File: config.mk
export PLATFORM = sky130hd
export DESIGN_NAME = tws_store
export DESIGN_NICKNAME = d
export VERILOG_FILES = /design/src/hw/rtl/tws_pkg.sv /design/src/hw/rtl/tws_store.sv
export SDC_FILE = /design/constraint.sdc
export NUM_CORES = 2
export LEC_CHECK = 0
export ABC_AREA = 1
export BUFFER_PORTS_ARGS = -buffer_cell sky130_fd_sc_hd__buf_2
export CELL_PAD_IN_SITES_DETAIL_PLACEMENT = 1
export CELL_PAD_IN_SITES_GLOBAL_PLACEMENT = 1
export CORE_ASPECT_RATIO = 1.75
export CORE_UTILIZATION = 40
export CTS_CLUSTER_DIAMETER = 80
export DETAILED_ROUTE_END_ITERATION = 10
export PLACE_DENSITY_LB_ADDON = 0.1
export SLEW_MARGIN = 30
export SYNTH_ARGS = -nofsm -noshare
export SYNTH_HDL_FRONTEND = slang
export SYNTH_MEMORY_MAX_BITS = 65536
export SYNTH_SLANG_ARGS = --single-unit
File: constraint.sdc
create_clock -name clk -period 9 [get_ports clk]
set_input_delay 0 -clock clk [delete_from_list [all_inputs] [get_ports clk]]
set_output_delay 0 -clock clk [all_outputs]
set_load 0.01 [all_outputs]
File: src/hw/rtl/tws_pkg.sv
// Shared types, codes and sizes of the timer wheel scheduler.
package tws_pkg;

  localparam int TIMER_SLOTS = 32;
  localparam int TIME_BITS = 48;
  localparam int SLOT_BITS = $clog2(TIMER_SLOTS);
  localparam int CNT_BITS = $clog2(TIMER_SLOTS + 1);
  localparam int DIV_STEP_BITS = $clog2(TIME_BITS + 1);
  localparam int FIELD_TIME_BITS = 48;
  localparam int ID_BITS = 5;
  localparam int TAG_BITS = 16;
  localparam int CTX_BITS = 32;
  localparam int COUNT_BITS = 6;

  typedef enum logic [1:0] {
    CMD_SCHEDULE   = 2'd0,
    CMD_CANCEL_ID  = 2'd1,
    CMD_CANCEL_TAG = 2'd2,
    CMD_EXPIRE     = 2'd3
  } tws_cmd_t;

  typedef enum logic [2:0] {
    KIND_SCHEDULED = 3'd0,
    KIND_CANCELLED = 3'd1,
    KIND_NOT_FOUND = 3'd2,
    KIND_EXPIRED   = 3'd3,
    KIND_DONE      = 3'd4,
    KIND_FULL      = 3'd5
  } tws_kind_t;

  // One timer record as held in the slot memory
  typedef struct packed {
    logic [TIME_BITS-1:0] deadline;
    logic [TIME_BITS-1:0] period;
    logic [TAG_BITS-1:0]  tag;
    logic [CTX_BITS-1:0]  ctx;
  } tws_rec_t;

  // Write request into the slot memory
  typedef struct packed {
    logic                 en;
    logic [SLOT_BITS-1:0] addr;
    tws_rec_t             data;
  } tws_wr_t;

  // One result word
  typedef struct packed {
    tws_kind_t             kind;
    logic [ID_BITS-1:0]    id;
    logic [TAG_BITS-1:0]   tag;
    logic [CTX_BITS-1:0]   ctx;
    logic [COUNT_BITS-1:0] count;
    logic                  notify;
    logic                  last;
  } tws_res_t;

endpackage

File: src/hw/rtl/tws_store.sv
// Slot record memory: one write port, one registered read port.
module tws_store (
  input  logic                          clk,
  input  tws_pkg::tws_wr_t              wr,
  input  logic [tws_pkg::SLOT_BITS-1:0] rd_addr,
  output tws_pkg::tws_rec_t             rd_data
);

  tws_pkg::tws_rec_t mem [tws_pkg::TIMER_SLOTS];

  // Write on request, read every cycle
  always_ff @(posedge clk) begin
    if (wr.en) begin
      mem[wr.addr] <= wr.data;
    end
    rd_data <= mem[rd_addr];
  end

endmodule

==> flow_summary.json <==
{
  "power_frac_clock_pct": 41.0,
  "synth_compound_area_share_pct": 0,
  "die-area_sq_um": 468000,
  "port_buffers": 299,
  "tns_ns": 0,
  "required_ns": 9.72,
  "rrSetupSlack_ns": 6.81,
  "worstHoldPathCells": 2,
  "grt_usage_pct": 27.0,
  "synth_top_family_by_area": "simple AND/OR/NAND/NOR gates",
  "rsz0062_at_grt": "false",
  "synthCells": 14900,
  "slew_violations": 0,
  "multi_input_area_sq_um": 39900,
  "fin_crit_ns": 3.64,
  "status": "completed",
  "finalSetupViolCount": 0,
  "drive_above_1_share_pct": 7.97,
  "whs_endpoint": "mem[24][134]$_DFFE_PP_",
  "crit_arrival_ns": 4.36,
  "cp_max_fo": 134,
  "worstSetupEndpointType": "flop",
  "clockRootBuffer": "clkbuf_16",
  "grt_max_degree": 202,
  "slew_headroom_pct": 14.3,
  "yosysSeqAreaShare_pct": 75.9,
  "dpl.hpwl_microns": 317000,
  "layout_commonest_cell": "nand2_1",
  "antenna_found_initial": 74,
  "syn_area_per_cell_sq_um": 12.5,
  "ys_ff_latch": 4752,
  "hold_viol": 0,
  "wire_per_inst_microns": 29.7,
  "start_kind": "primary input",
  "cts-buffers-inserted": 450,
  "gp_congestion": 0.765,
  "ys_types": 14,
  "start_util_pct": 40.1,
  "synth_largest_area_cell": "edfxtp_1",
  "max_cap_violations": 0,
  "final_cell_mix": "nand2_1 (4752), edfxtp_1 (4608), nand3_1 (4332)",
  "startpoint": "rd_addr[1]",
  "clk_pin_slew_ns": 0.07,
  "ant_nets": 0,
  "crit_chain": "dlygate4sd3_1 > buf_8 > inv_16 > buf_16 > buf_12 > buf_12 > nand3_1 > nand3_1 > nand3_1 > nand3_1 > nand2_1",
  "gr-total-overflow": 0,
  "p_sw_share_pct": 23.0,
  "drt_iter0_markers": 10300,
  "r2r_cells": 8,
  "cts.path.max_buffers": 4,
  "r2r_end": "rd_data[62]$_DFF_P_",
  "pwr-share-comb_pct": 6.0,
  "tightestPinTransition_ns": 1.29,
  "criticalPathCategory": "primary input to flop",
  "clk_latency_ns": 1.02,
  "die_y_microns": 904,
  "yosys.area_share.simple_pct": 21.3,
  "seqPwrFrac_pct": 53.0,
  "first_global_vias": 128000,
  "fillers": 47700,
  "wl_met2_microns": 332000,
  "postRouteWirelength_microns": 644000,
  "cts_tree": "done",
  "internal_power_mw": 36.0,
  "synth_top_area_share_pct": 74.3,
  "drt-vias-per-instance": 5.70,
  "synth_mux_area_share_pct": 0,
  "synth_xor_area_share_pct": 0,
  "route.met3.wl_microns": 26600,
  "register_area_sq_um": 141000,
  "grt_pass1_wl_microns": 924000,
  "mappedNetlistArea_sq_um": 186000,
  "synthTopCellsByArea": "edfxtp_1 (74%), nand3_1 (12%), nand2_1 (9.6%)",
  "post-route-period-util_pct": 40.5,
  "io_pins": 300,
  "vias": 123000,
  "slowest_stage": "buf_12",
  "peakVddDrop_uv": 174,
  "worst_hold_path_type": "primary input to flop",
  "die_x_microns": 518,
  "yosysWarnings": 0,
  "htree_levels": 5,
  "drc": 0,
  "finalClockSkew_ns": 0.0445,
  "ctsResizeCount": 0,
  "switchingPower_mw": 10.8,
  "wirelength_met1_microns": 265000,
  "worstReg2RegStart": "mem[9][62]$_DFFE_PP_",
  "syn2layout_area_growth_pct": 12.6,
  "p_leak_nw": 73.0,
  "cp_common_cell": "nand3_1",
  "fmax_ghz": 0.275,
  "finalNetCount": 15200,
  "slowest_delay_ns": 0.58,
  "core_area_sq_um": 464000,
  "rows": 331,
  "first_pass_iters": 5,
  "cts.sinks": 4752,
  "min-delay-start": "wr[134]",
  "top_layer_used": "met5",
  "syn_nets": 15000,
  "powerDensity_nw_per_um2": 223,
  "synthAdderAreaFrac_pct": 0,
  "whs_ns": 0.0616
}
==> synthesized netlist by cell type <==
cell and n:
inv_1 5, inv_4 2, nand2_1 4752, buf_6 64
nor2_1 32, edfxtp_1 4608, buf_2 514, buf_1 120
clkbuf_1 195, inv_2 2, clkinv_2 1, nand3_1 4332
dfxtp_1 144, buf_4 94
==> routing by layer <==
layer	global-route usage, %	vias to the layer above
met5	0	-
met4	7.94	16
met3	2.59	981
met2	48.7	3185
met1	34.3	65600
li1	-	53600
==> critical path: cells and delay by family <==
kind	cells	cell delay (ns)
buf+inv	6	2.64
simple gates	5	0.90
==> worst max-delay path by stage <==
stage / slack, ns / end
floorplan: 2.07 / mem[0][0]$_DFFE_PP_
global placement: 5.24 / rd_data[40]$_DFF_P_
detailed placement: 5.06 / rd_data[85]$_DFF_P_
CTS: 5.55 / rd_data[85]$_DFF_P_
global route: 5.28 / rd_data[62]$_DFF_P_
finish: 5.36 / rd_data[85]$_DFF_P_
==> flip-flops by register name (all words and copies together), names as in the netlist <==
register  count
rd_data     144
mem        4608
==> stage by stage <==
step | cell area (sq um) | setup slack (ns) | power [mW] | utilization (%) | cells
2_1_floorplan | 186000 | 2.07 | 26.7 | - | 14900
4_1_cts | 209000 | 5.55 | 47.1 | 45.1 | 21600
5_1_grt | 210000 | 5.28 | 48.0 | 45.2 | 21600
3_3_place_gp | 193000 | 5.24 | 27.9 | 41.6 | 20600
3_5_place_dp | 193000 | 5.06 | 28.0 | 41.6 | 20600
6_report | 210000 | 5.36 | 46.7 | 45.2 | 21600
==> layout make-up <==
| cell class | instances | share of cell area, % |
|---|---|---|
| Sequential cell | 4752 | 67.4 |
| Multi-Input combinational cell | 9116 | 19.0 |
| Clock buffer | 610 | 5.88 |
| Tap cell | 6160 | 3.68 |
| Timing Repair Buffer | 721 | 2.92 |
| Clock inverter | 225 | 1.02 |
| Antenna cell | 47 | 0.0561 |
| Inverter | 10 | 0.0483 |
==> power groups by stage <==
stage | Sequential [mW] | Clock (mW) | Combinational [mW]
floorplan | 25.2 | 0 | 1.48
global placement | 25.2 | 0 | 2.70
detailed placement | 25.2 | 0 | 2.75
CTS | 24.8 | 19.5 | 2.85
global route | 24.8 | 20.2 | 3.07
finish | 24.8 | 19.2 | 2.82
==> kinds of logic after synthesis <==
family / after synthesis
and+or+nand+nor: 9116
DFF: 4752
buffers and inverters: 997
==> timing repair <==
item                       CTS  global route
buffers inserted             0             0
hold endpoints to repair  4866             0
hold buffers               172             0
Note: power is estimated with default switching activity, not from simulation.
