===== src/hw/rtl/tws_pkg.sv =====
// Shared types, codes and sizes of the timer wheel scheduler.
package tws_pkg;

  localparam int TIMER_SLOTS = 32;
  localparam int TIME_BITS = 48;
  localparam int SLOT_BITS = $clog2(TIMER_SLOTS);
  localparam int CNT_BITS = $clog2(TIMER_SLOTS + 1);
  localparam int DIV_STEP_BITS = $clog2(TIME_BITS + 1);
  localparam int FIELD_TIME_BITS = 48;
  localparam int ID_BITS = 5;
  localparam int TAG_BITS = 16;
  localparam int CTX_BITS = 32;
  localparam int COUNT_BITS = 6;

  typedef enum logic [1:0] {
    CMD_SCHEDULE   = 2'd0,
    CMD_CANCEL_ID  = 2'd1,
    CMD_CANCEL_TAG = 2'd2,
    CMD_EXPIRE     = 2'd3
  } tws_cmd_t;

  typedef enum logic [2:0] {
    KIND_SCHEDULED = 3'd0,
    KIND_CANCELLED = 3'd1,
    KIND_NOT_FOUND = 3'd2,
    KIND_EXPIRED   = 3'd3,
    KIND_DONE      = 3'd4,
    KIND_FULL      = 3'd5
  } tws_kind_t;

  // One timer record as held in the slot memory
  typedef struct packed {
    logic [TIME_BITS-1:0] deadline;
    logic [TIME_BITS-1:0] period;
    logic [TAG_BITS-1:0]  tag;
    logic [CTX_BITS-1:0]  ctx;
  } tws_rec_t;

  // Write request into the slot memory
  typedef struct packed {
    logic                 en;
    logic [SLOT_BITS-1:0] addr;
    tws_rec_t             data;
  } tws_wr_t;

  // One result word
  typedef struct packed {
    tws_kind_t             kind;
    logic [ID_BITS-1:0]    id;
    logic [TAG_BITS-1:0]   tag;
    logic [CTX_BITS-1:0]   ctx;
    logic [COUNT_BITS-1:0] count;
    logic                  notify;
    logic                  last;
  } tws_res_t;

endpackage


===== src/hw/rtl/tws_div.sv =====
// Bit-serial remainder unit: one quotient bit per cycle.
module tws_div (
  input  logic                          clk,
  input  logic                          rst,
  input  logic                          start,
  input  logic [tws_pkg::TIME_BITS-1:0] dividend,
  input  logic [tws_pkg::TIME_BITS-1:0] divisor,
  output logic                          done,
  output logic [tws_pkg::TIME_BITS-1:0] rem
);

  logic                              run;
  logic [tws_pkg::DIV_STEP_BITS-1:0] steps;
  logic [tws_pkg::TIME_BITS-1:0]     dvd;
  logic [tws_pkg::TIME_BITS-1:0]     dvs;
  logic [tws_pkg::TIME_BITS:0]       trial;
  logic [tws_pkg::TIME_BITS:0]       trial_sub;
  logic                              fits;

  // Shift in the next dividend bit and try the subtraction
  always_comb begin
    trial     = {rem, dvd[tws_pkg::TIME_BITS-1]};
    trial_sub = trial - {1'b0, dvs};
    fits      = (trial >= {1'b0, dvs});
  end

  // Sequence control
  always_ff @(posedge clk) begin
    if (rst) begin
      run  <= 1'b0;
      done <= 1'b0;
    end else begin
      done <= 1'b0;
      if (start) begin
        run <= 1'b1;
      end else if (run && (steps == tws_pkg::DIV_STEP_BITS'(1))) begin
        run  <= 1'b0;
        done <= 1'b1;
      end
    end
  end

  // Datapath
  always_ff @(posedge clk) begin
    if (start) begin
      steps <= tws_pkg::DIV_STEP_BITS'(tws_pkg::TIME_BITS);
      rem   <= '0;
      dvd   <= dividend;
      dvs   <= divisor;
    end else if (run) begin
      rem   <= fits ? trial_sub[tws_pkg::TIME_BITS-1:0] : trial[tws_pkg::TIME_BITS-1:0];
      dvd   <= {dvd[tws_pkg::TIME_BITS-2:0], 1'b0};
      steps <= steps - tws_pkg::DIV_STEP_BITS'(1);
    end
  end

endmodule


===== config.mk =====
export PLATFORM = sky130hd
export DESIGN_NAME = tws_div
export DESIGN_NICKNAME = d
export VERILOG_FILES = /design/src/hw/rtl/tws_pkg.sv /design/src/hw/rtl/tws_div.sv
export SDC_FILE = /design/constraint.sdc
export NUM_CORES = 1
export LEC_CHECK = 0
export ABC_CLOCK_PERIOD_IN_PS = 4000
export BUFFER_PORTS_ARGS = -buffer_cell sky130_fd_sc_hd__buf_4
export CAP_MARGIN = 20
export CORE_ASPECT_RATIO = 2
export CORE_MARGIN = 2
export CORE_UTILIZATION = 35
export CTS_CLUSTER_SIZE = 20
export DETAILED_ROUTE_END_ITERATION = 10
export GPL_ROUTABILITY_DRIVEN = 0
export PLACE_DENSITY_LB_ADDON = 0.12
export SLEW_MARGIN = 0
export SYNTH_ARGS = -nofsm -noshare
export SYNTH_HDL_FRONTEND = slang
export SYNTH_SLANG_ARGS = --single-unit

===== constraint.sdc =====
create_clock -name clk -period 4 [get_ports clk]
set_clock_uncertainty 0.15 [all_clocks]
set_input_delay 1 -clock clk [delete_from_list [all_inputs] [get_ports clk]]
set_output_delay 1 -clock clk [all_outputs]
set_load 0.01 [all_outputs]

==> results of run 1 <==
-- cells by family after synthesis --
logic type / synth area share [%]
multiplexers: 8.552
AO/OA/AOI/OAI: 18.27
adder cells (fa/ha/maj): 7.164
buffers and inverters: 5.359
AND/OR/NAND/NOR: 12.44
XOR/XNOR: 3.790
flip-flops: 44.43
-- layout make-up --
class / instances / area share (%)
Clock buffer: 19 / 3.910
Timing Repair Buffer: 175 / 12.01
Sequential cell: 152 / 36.17
Tap cell: 340 / 3.842
Inverter: 65 / 2.203
Clock inverter: 13 / 0.9605
Multi-Input combinational cell: 647 / 40.90
-- per-layer routing --
layer	routed length, microns	vias to the layer above	track usage, %
met2	14080	188	36.39
met1	8819	3473	17.83
met5	0	-	0
li1	-	3640	-
met4	992	0	9.337
met3	1168	59	4.397
-- cell usage in the layout (no fill, tap or decap), types with 7 or more instances in the layout --
cell | Yosys | routed
buf_4 | 4 | 173
nor2_1 | 100 | 100
edfxtp_1 | 96 | 96
a21oi_1 | 74 | 74
inv_1 | 65 | 64
dfxtp_1 | 56 | 55
ha_1 | 50 | 50
mux2_2 | 48 | 48
nand2_1 | 48 | 48
a211oi_1 | 42 | 42
o21ai_0 | 33 | 32
xnor2_1 | 24 | 24
mux2i_1 | 23 | 23
a21o_1 | 22 | 22
clkbuf_16 | 0 | 17
nand3_1 | 16 | 16
nor3_1 | 16 | 16
nand4_1 | 15 | 15
xor2_1 | 15 | 15
a31oi_1 | 13 | 13
o21bai_1 | 12 | 12
nor2b_1 | 7 | 7
-- report_power, final --
group	leakage, uW	internal [uW]	switching [uW]
clock network	0.000248	847	664
logic	0.00308	505	637
registers	0.00141	1820	85.1
-- critical path: cells and delay by family (launching register included) --
family          cells  cell delay [ps]
fa+ha+maj           2              570
flops               1              380
compound gates      8             2020
buf+inv             2              130
mux                 1              250
-- path summary, 6_finish.rpt --
| kind | startpoint | depth (start not counted) | endpoint |
|---|---|---|---|
| hold / removal | steps[1] | 2 | steps[1] |
| setup / recovery | dvd[47] | 13 | rem[42] |
| setup reg to reg | dvd[47] | 13 | rem[42] |
| hold reg to reg | steps[1] | 2 | steps[1] |
-- per-stage QoR --
stage / power [uW] / hold slack [ps] / utilization (%)
floorplan: 2675 / 320.4 / -
detailed placement: 3086 / 345.5 / 41.16
global route: 4796 / 398.3 / 43.34
CTS: 4633 / 360.2 / 43.27
global placement: 3083 / 338.8 / 41.16
finish: 4562 / 352.7 / 43.34
-- timing repair --
action / 4_1_cts / 5_1_grt
hold buffers: 0 / 0
buffers inserted: 0 / 2
gates resized for setup: 0 / 2
endpoints found under the setup margin: 0 / 2
-- sequential cells by signal (all words and copies together), names as in the netlist --
register / flops
dvd: 48
dvs: 48
run: 1
rem: 48
steps: 6
done: 1
==> run summary, run 1 <==
• result of the run: completed
• Initial DRC Count: 277
• number of H-tree levels: 4
• area occupied by multi-input gates: 4529 sq um
• Max Slew Vio Count: 0
• number of different library cells in the post-synthesis netlist: 71
• maximum clock frequency: 272.6 MHz
• remaining routing DRC violations: 0
• maximum number of buffers from clock root to sink: 2
• Num CTS Buffers: 17
• number of enable flip-flop cells after synthesis: 96
• share of the clock period used by the worst path after layout: 91.71%
• I/O Pins: 148
• synthesized netlist net count: 1067
• Routed wire per std cell: 17.76 microns
• final standard cell count with taps included and fillers excluded: 1411
• time the worst path needs with I/O delays and setup: 3668 ps
• total track usage: 18.61%
• total iterations of the first detailed-routing run: 5
• reported max-cap violation count: 0
• Hold WC Path Type: reg2reg
• Final Worst Setup Slack: 331.7 ps
• layout net count: 1208
• die height: 230.9 microns
• via count of the first global-routing pass: 7557
• yosys warns: 0
• cell-by-cell listing of the critical path: inv_1 -> ha_1 -> inv_1 -> fa_1 -> a21oi_1 -> o21ai_0 -> a311oi_2 -> a2bb2oi_2 -> o21ai_2 -> a2111o_1 -> a21oi_1 -> mux2i_1 -> a21oi_1
• most frequent cell after synthesis: nor2_1
• Clock Sink Count: 152
• Crit Path Max Fanout: 5
• data required time at the worst endpoint: 4150 ps
• number of endpoints with negative hold slack in the final report: 0
• power density over cell area: 412.0 nW/um^2
• number of failing setup endpoints in the final timing report: 0
• total congestion overflow after global routing: 0
• mean instance size in the synthesized netlist: 9.828 sq um
• placed cell count: 1377
• critical path type: reg2reg
• Total Negative Setup Slacks: 0 ps
• CTS root buffer: clkbuf_16
• final standard cell area without fillers: 11070 sq um
• global-route wire length before repair: 39520 microns
• tightest slew margin relative to the limit: 38.58%
• maximum vdd drop: 0.2872 mV
• Synth Flop Type: edfxtp_1
• share of final-layout standard cells stronger than drive strength 1: 24.65%
• Antenna Nets Post-Route: 0
• most repeated library cell on the critical path: a21oi_1
• Worst EP arrival: 3820 ps
• number of antenna violations at the first check in global routing: 0
• DIE WIDTH: 117.5 microns
• unrepaired setup endpoints after global routing: no
• area taken by flip-flops and latches: 4005 sq um
• worst reg-to-reg setup slack: 330 ps
• ranking of synthesized cells by area: edfxtp_1, dfxtp_1, ha_1
• total wire length: 25060 microns
• sequential cell area fraction in the yosys report: 44.43%
• #FFs+latches synth: 152
• most frequent cells after synthesis: nor2_1, edfxtp_1, a21oi_1
• critical path capture point type: register
• Die Footprint: 27130 sq um
• pin count of the biggest net entering global routing: 75
• Setup crit start kind: register
• placeable core region: 25550 sq um
• share of the synthesized area in the top cell type: 31.99%
• insertion delay of the later-clocked pin in the worst-skew pair: 440 ps
• clock tree from TritonCTS: done
• Slowest cell on crit path: a2111o_1
• effective utilization at floorplan: 35.28%
• Cell Rows: 83
• IO buf count: 147
• P&R area growth vs syn: 22.87%
• number of vias after detailed routing: 7360
• share of synthesized registers carrying an async set or reset: 0%
• Synth Instances: 917
• slew at the pin closest to its max-slew limit: 919.2 ps
• clock slew at reported path FFs: 60 ps
• leading area contributor after synthesis: edfxtp_1
• delay contributed by the slowest stage of the critical path: 430 ps
• worst-case setup slack after placement: 142.9 ps
• total leakage power: 0.004743 uW
• cell area after technology mapping: 9012 sq um
• placed standard-cell area: 10520 sq um
• average vias per placed instance: 5.216
• number of inserted filler cells in the final layout: 2590
• diode count: 0
• Post-DP HPWL: 19360 microns
Power figures use the tool's default switching activity.
==> run 2: changes to the inputs <==
--- a/config.mk
+++ b/config.mk
@@ -10,7 +10,7 @@
 export CAP_MARGIN = 20
 export CORE_ASPECT_RATIO = 2
 export CORE_MARGIN = 2
-export CORE_UTILIZATION = 35
+export CORE_UTILIZATION = 57
 export CTS_CLUSTER_SIZE = 20
 export DETAILED_ROUTE_END_ITERATION = 10
 export GPL_ROUTABILITY_DRIVEN = 0
==> run 2 against run 1 <==
- setup slack gained 64 ps
- count of clock-buffer cells in the layout shrank 2
- final area shrank 2.6%
- global-route usage grew 6.7 points
==> run summary, run 2 (synthesis results as in run 1) <==
• time the worst path needs with I/O delays and setup: 3604 ps, -63.81 ps
• reported max-cap violation count: 0, unchanged
• most common cell after layout, fill and taps aside: buf_4
• start point of the worst hold path: steps[1]
• total wire length: 21080 microns, -16%
• reg-to-reg endpoint: rem[44]
• diode count: 0, unchanged
• maximum vdd drop: 0.3392 mV, +18%
• commonest non-fill, non-tap cells in the layout: buf_4, nor2_1, edfxtp_1, a21oi_1, inv_1
• Cell Rows: 65, -22%
• Initial DRC Count: 356, +29%
• layout net count: 1188, -1.7%
• critical path capture point type: register
• total track usage: 25.27%, +6.7 points
• placeable core region: 15620 sq um, -39%
• number of stages on the worst hold path: 2, unchanged
• placed cell count: 1220, -11%
• Max Slew Vio Count: 0, unchanged
• clock slew at reported path FFs: 70 ps, about the same
• result of the run: completed
• Crit Path Max Fanout: 5, unchanged
• power density over cell area: 422.9 nW/um^2, +2.6%
• die height: 181.8 microns, -21%
• share of final-layout standard cells stronger than drive strength 1: 23.24%, -1.4 points
• total iterations of the first detailed-routing run: 5, unchanged
• number of antenna violations at the first check in global routing: 0, unchanged
• insertion delay of the later-clocked pin in the worst-skew pair: 430 ps, about the same
• top flop regs: dvd (48), dvs (48), rem (48)
• slew at the pin closest to its max-slew limit: 764.9 ps, -154.4 ps
• Switch Pwr: 1344 uW, -3.0%
• Setup crit start kind: register
• effective utilization at floorplan: 57.72%, +22 points
• unrepaired setup endpoints after global routing: no
• Routed wire per std cell: 16.85 microns, -5.1%
• worst r2r src: dvd[47]
• total congestion overflow after global routing: 0, unchanged
• CTS root buffer: clkbuf_16
• Worst EP arrival: 3800 ps, -20 ps
• Die Footprint: 16890 sq um, -38%
• Hold-fix buffers, CTS: 0, unchanged
• worst reg-to-reg setup slack: 400 ps, +60 ps
• Internal Pwr Total: 3218 uW, +1.3%
• IO buf count: 147, unchanged
• number of failing setup endpoints in the final timing report: 0, unchanged
• Worst R2R Path Depth: 13, unchanged
• Num CTS Buffers: 17, unchanged
• pin count of the biggest net entering global routing: 147, +96%
• part of the power in registers: 41.7%, about the same
• Hold WC Path Type: reg2reg
• data required time at the worst endpoint: 4200 ps, +50 ps
• critical path type: reg2reg
• Clock Sink Count: 152, unchanged
• number of endpoints with negative hold slack in the final report: 0, unchanged
• final core occ: 69.09%, +26 points
• Antenna Nets Post-Route: 0, unchanged
• P&R area growth vs syn: 19.70%
• maximum number of buffers from clock root to sink: 2, unchanged
• Resized cells post-CTS: 0, unchanged
• DIE WIDTH: 92.92 microns, -21%
• number of vias after detailed routing: 7256, -1.4%
• share of the clock period used by the worst path after layout: 90.11%, -1.6 points
• number of H-tree levels: 4, unchanged
• tightest slew margin relative to the limit: 48.47%, +9.9 points
• Post-DP HPWL: 15500 microns, -20%
• global-route wire length before repair: 34240 microns, -13%
• Setup Fix Bufs, Post-CTS: 0, unchanged
• total leakage power: 0.004675 uW, -1.4%
• I/O Pins: 148, unchanged
• remaining routing DRC violations: 0, unchanged
• final standard cell count with taps included and fillers excluded: 1251, -11%
• clock tree from TritonCTS: done
• maximum clock frequency: 277.4 MHz, +1.8%
• hold-critical path endpoint: steps[1]
• Sw Share: 29.47%, -0.92 points
• via count of the first global-routing pass: 7044, -6.8%
• Clock power frac: 34.7%, +1.6 points
• logic gate share of total power: 23.7%, -1.3 points
• Total Negative Setup Slacks: 0 ps, unchanged
• average vias per placed instance: 5.800, +11%
==> run 2: cell count changes in the layout (fill, tap and decap cells not counted) <==
cell	change
clkinv_2	-2
buf_6	-1
buf_12	+1
clkinv_4	+2
clkinvlp_4	-3
bufinv_16	+1
buf_4	-20
clkbuf_1	-2
o21ai_2	-1
inv_6	+3
o21ai_0	+1
==> run 2: worst max-delay path, stage by stage (launching register included) <==
cell and delay (ps):
edfxtp_1 390, inv_1 70, ha_1 160, inv_1 60, fa_1 420, a21oi_1 210, o21ai_0 180, a311oi_2 440
a2bb2oi_2 250, o21ai_1 210, a211oi_1 400, mux2i_1 250, o311ai_0 160, o21ai_0 180
==> run 2: through the flow <==
step                      setup slack, ps  power, uW  area [sq um]  hold WS [ps]
after floorplan                     866.5       2675          9012         320.4
after global routing                144.9       4777         10790         397.1
after global placement              566.2       2979         10210         340.1
after detailed placement            446.7       3004         10210         363.1
final                               395.5       4562         10790         369.2
after CTS                           415.6       4589         10790         372.6
==> run 2: layer usage <==
metal | vias to the layer above | track usage (%) | share of wire, %
met3 | 42 | 4.232 | 4.0
met5 | - | 0 | 0
met1 | 3407 | 30.97 | 41
met2 | 199 | 43.71 | 52
met4 | 0 | 10.12 | 3.1
li1 | 3608 | - | -
==> run 2: area by class of cell <==
cell class / count / area (sq um)
multi-input cells: 647 / 4526
repair buffers: 155 / 1189
well taps: 201 / 251.5
fillers: 1230 / 4827
clock inverters: 14 / 147.6
inverters: 65 / 244.0
clock buffers: 17 / 425.4
flip-flops and latches: 152 / 4005
==> run 2: worst max path at each step <==
| stage | cells after the start | to | slack [ps] | startpoint |
|---|---|---|---|---|
| floorplan | 13 | rem[42] | 870 | dvd[47] |
| global placement | 11 | rem[13] | 570 | rem[9] |
| detailed placement | 13 | rem[42] | 450 | dvd[47] |
| CTS | 13 | rem[30] | 420 | dvd[47] |
| global route | 13 | rem[46] | 140 | dvd[47] |
| finish | 13 | rem[44] | 400 | dvd[47] |
==> run 2: power groups by stage <==
stage | clock network, uW | registers [uW] | logic (uW)
floorplan | 0 | 1930 | 745
global placement | 0 | 1930 | 1050
detailed placement | 0 | 1930 | 1070
CTS | 1610 | 1900 | 1080
global route | 1670 | 1920 | 1190
finish | 1580 | 1900 | 1080
==> run 3: changes to the inputs <==
--- a/config.mk
+++ b/config.mk
@@ -8,13 +8,14 @@
 export ABC_CLOCK_PERIOD_IN_PS = 4000
 export BUFFER_PORTS_ARGS = -buffer_cell sky130_fd_sc_hd__buf_4
 export CAP_MARGIN = 20
-export CORE_ASPECT_RATIO = 2
+export CORE_ASPECT_RATIO = 0.8
 export CORE_MARGIN = 2
 export CORE_UTILIZATION = 57
 export CTS_CLUSTER_SIZE = 20
 export DETAILED_ROUTE_END_ITERATION = 10
 export GPL_ROUTABILITY_DRIVEN = 0
 export PLACE_DENSITY_LB_ADDON = 0.12
+export RECOVER_POWER = 50
 export SLEW_MARGIN = 0
 export SYNTH_ARGS = -nofsm -noshare
 export SYNTH_HDL_FRONTEND = slang
==> run 3 against run 2 <==
- largest cell class unchanged
- via count up 0.40%
- highest routed layer unchanged
- the flow now finishes with violations (max-capacitance violations, max-slew violations)
- sequential share of layout area increased by 0.42 points
- largest power group unchanged
- final area shrank 1.1%
- core utilization is 0.68 points lower
- setup slack got worse by 120 ps
- routed wire length shrank 3.5%
- maximum frequency shrank 3.3%
- critical endpoint is now rem[46]
- cell count rose by 1.2%
- combinational power barely moved
- sequential power is essentially flat
==> run summary, run 3 (synthesis results as in run 1) <==
• total leakage power: 0.004499 uW, -3.8%
• total congestion overflow after global routing: 0, unchanged
• total track usage: 24.76%, -0.51 points
• Cell Rows: 41, -37%
• commonest non-fill, non-tap cells in the layout: nor2_1, edfxtp_1, a21oi_1, inv_1, buf_4
• tightest slew margin relative to the limit: -16.11%, -65 points
• Hold WC Path Type: reg2reg
• diode count: 0, unchanged
• critical path type: reg2reg
• Total Power Consumption: 4686 uW, +2.7%
• final core occ: 68.41%, -0.68 points
• I/O Pins: 148, unchanged
• average vias per placed instance: 5.754, -0.79%
• power density over cell area: 439.3 nW/um^2, +3.9%
• number of H-tree levels: 4, unchanged
• slew at the pin closest to its max-slew limit: 1742 ps, +976.8 ps
• result of the run: complete, but fails checks
• layout net count: 1188, unchanged
• reported max-cap violation count: 1, +1
• Worst EP arrival: 3880 ps, +80 ps
• Post-DP HPWL: 14720 microns, -5.0%
• global-route wire length before repair: 32750 microns, -4.4%
• pin count of the biggest net entering global routing: 94, -36%
• Initial DRC Count: 501, +41%
• share of final-layout standard cells stronger than drive strength 1: 19.03%, -4.2 points
• P&R area growth vs syn: 18.37%
• die height: 116.5 microns, -36%
• number of endpoints with negative hold slack in the final report: 0, unchanged
• clock tree from TritonCTS: done
• number of failing setup endpoints in the final timing report: 0, unchanged
• critical path capture point type: register
• IO buf count: 147, unchanged
• Antenna Nets Post-Route: 0, unchanged
• share of the clock period used by the worst path after layout: 93.18%, +3.1 points
• CTS root buffer: clkbuf_16
• effective utilization at floorplan: 57.79%, +0.074 points
• data required time at the worst endpoint: 4160 ps, -40 ps
• total iterations of the first detailed-routing run: 5, unchanged
• maximum vdd drop: 0.3410 mV, +0.52%
• final hold slack: 369.9 ps, +0.7420 ps
• via count of the first global-routing pass: 6746, -4.2%
• maximum number of buffers from clock root to sink: 2, unchanged
• insertion delay of the later-clocked pin in the worst-skew pair: 440 ps, about the same
• number of inserted filler cells in the final layout: 1318, +7.2%
• Crit Path Max Fanout: 5, unchanged
• Setup crit start kind: register
• Clock Sink Count: 152, unchanged
• most common cell after layout, fill and taps aside: nor2_1
• failing checks: max-capacitance violations, max-slew violations
• total wire length: 20340 microns, -3.5%
• time the worst path needs with I/O delays and setup: 3727 ps, +122.5 ps
• Resized cells post-CTS: 0, unchanged
• top flop regs: dvd (48), dvs (48), rem (48)
• unrepaired setup endpoints after global routing: no
• DIE WIDTH: 144.6 microns, +56%
• Max Slew Vio Count: 77, +77
• Setup Fix Bufs, Post-CTS: 0, unchanged
• Num CTS Buffers: 17, unchanged
• Hold-fix buffers, CTS: 0, unchanged
• placeable core region: 15600 sq um, -0.13%
• maximum clock frequency: 268.3 MHz, -3.3%
• number of antenna violations at the first check in global routing: 0, unchanged
• Routed wire per std cell: 16.07 microns, -4.6%
• number of vias after detailed routing: 7285, +0.40%
• Total Negative Setup Slacks: 0 ps, unchanged
• clock slew at reported path FFs: 70 ps, about the same
• remaining routing DRC violations: 0, unchanged
• Die Footprint: 16840 sq um, -0.33%
==> run 3: per-layer routing <==
| metal | track usage, % | share of wire [%] | vias to the layer above |
|---|---|---|---|
| li1 | - | - | 3615 |
| met1 | 35.89 | 48 | 3439 |
| met2 | 36.59 | 44 | 202 |
| met3 | 6.683 | 6.7 | 29 |
| met4 | 7.184 | 1.4 | 0 |
| met5 | 0 | 0 | - |
==> run 3: path summary, 6_finish.rpt <==
| kind | start | end | slack [ps] | cells past startpoint |
|---|---|---|---|---|
| setup / recovery | dvd[47] | rem[46] | 270 | 13 |
| hold / removal | rem[20] | rem[20] | 370 | 2 |
| setup reg to reg | dvd[47] | rem[46] | 270 | 13 |
| hold reg to reg | rem[20] | rem[20] | 370 | 2 |
==> run 3: stage by stage <==
step | instance area, sq um | setup slack, ps | cells
finish | 10670 | 273.0 | 1266
global route | 10670 | 26.08 | 1266
CTS | 10850 | 352.2 | 1266
detailed placement | 10220 | 346.5 | 1234
global placement | 10220 | 427.2 | 1234
floorplan | 9012 | 866.5 | 917
==> run 3: layout make-up <==
type	count	area, sq um	area share (%)
clock buffers	17	425.4	3.988
clock inverters	15	203.9	1.912
inverters	65	244.0	2.287
multi-input cells	647	4526	42.42
flip-flops and latches	152	4005	37.54
well taps	215	269.0	2.522
repair buffers	155	994.7	9.324
==> run 3: worst max-delay path: stages, from the launching register on <==
cell and delay (ps):
edfxtp_1 390, inv_1 70, ha_1 160, inv_1 50
fa_1 400, a21oi_1 190, o21ai_0 170, a311oi_2 430
o21ai_0 450, and4_1 370, o21ai_0 280, a21boi_0 210
mux2i_1 180, o211ai_1 90
==> run 3: power by group <==
part	total [uW]	switching [uW]	internal, uW
Sequential	1900	78.5	1820
Combinational	1050	603	448
Clock	1730	724	1010
Total	4690	1410	3280
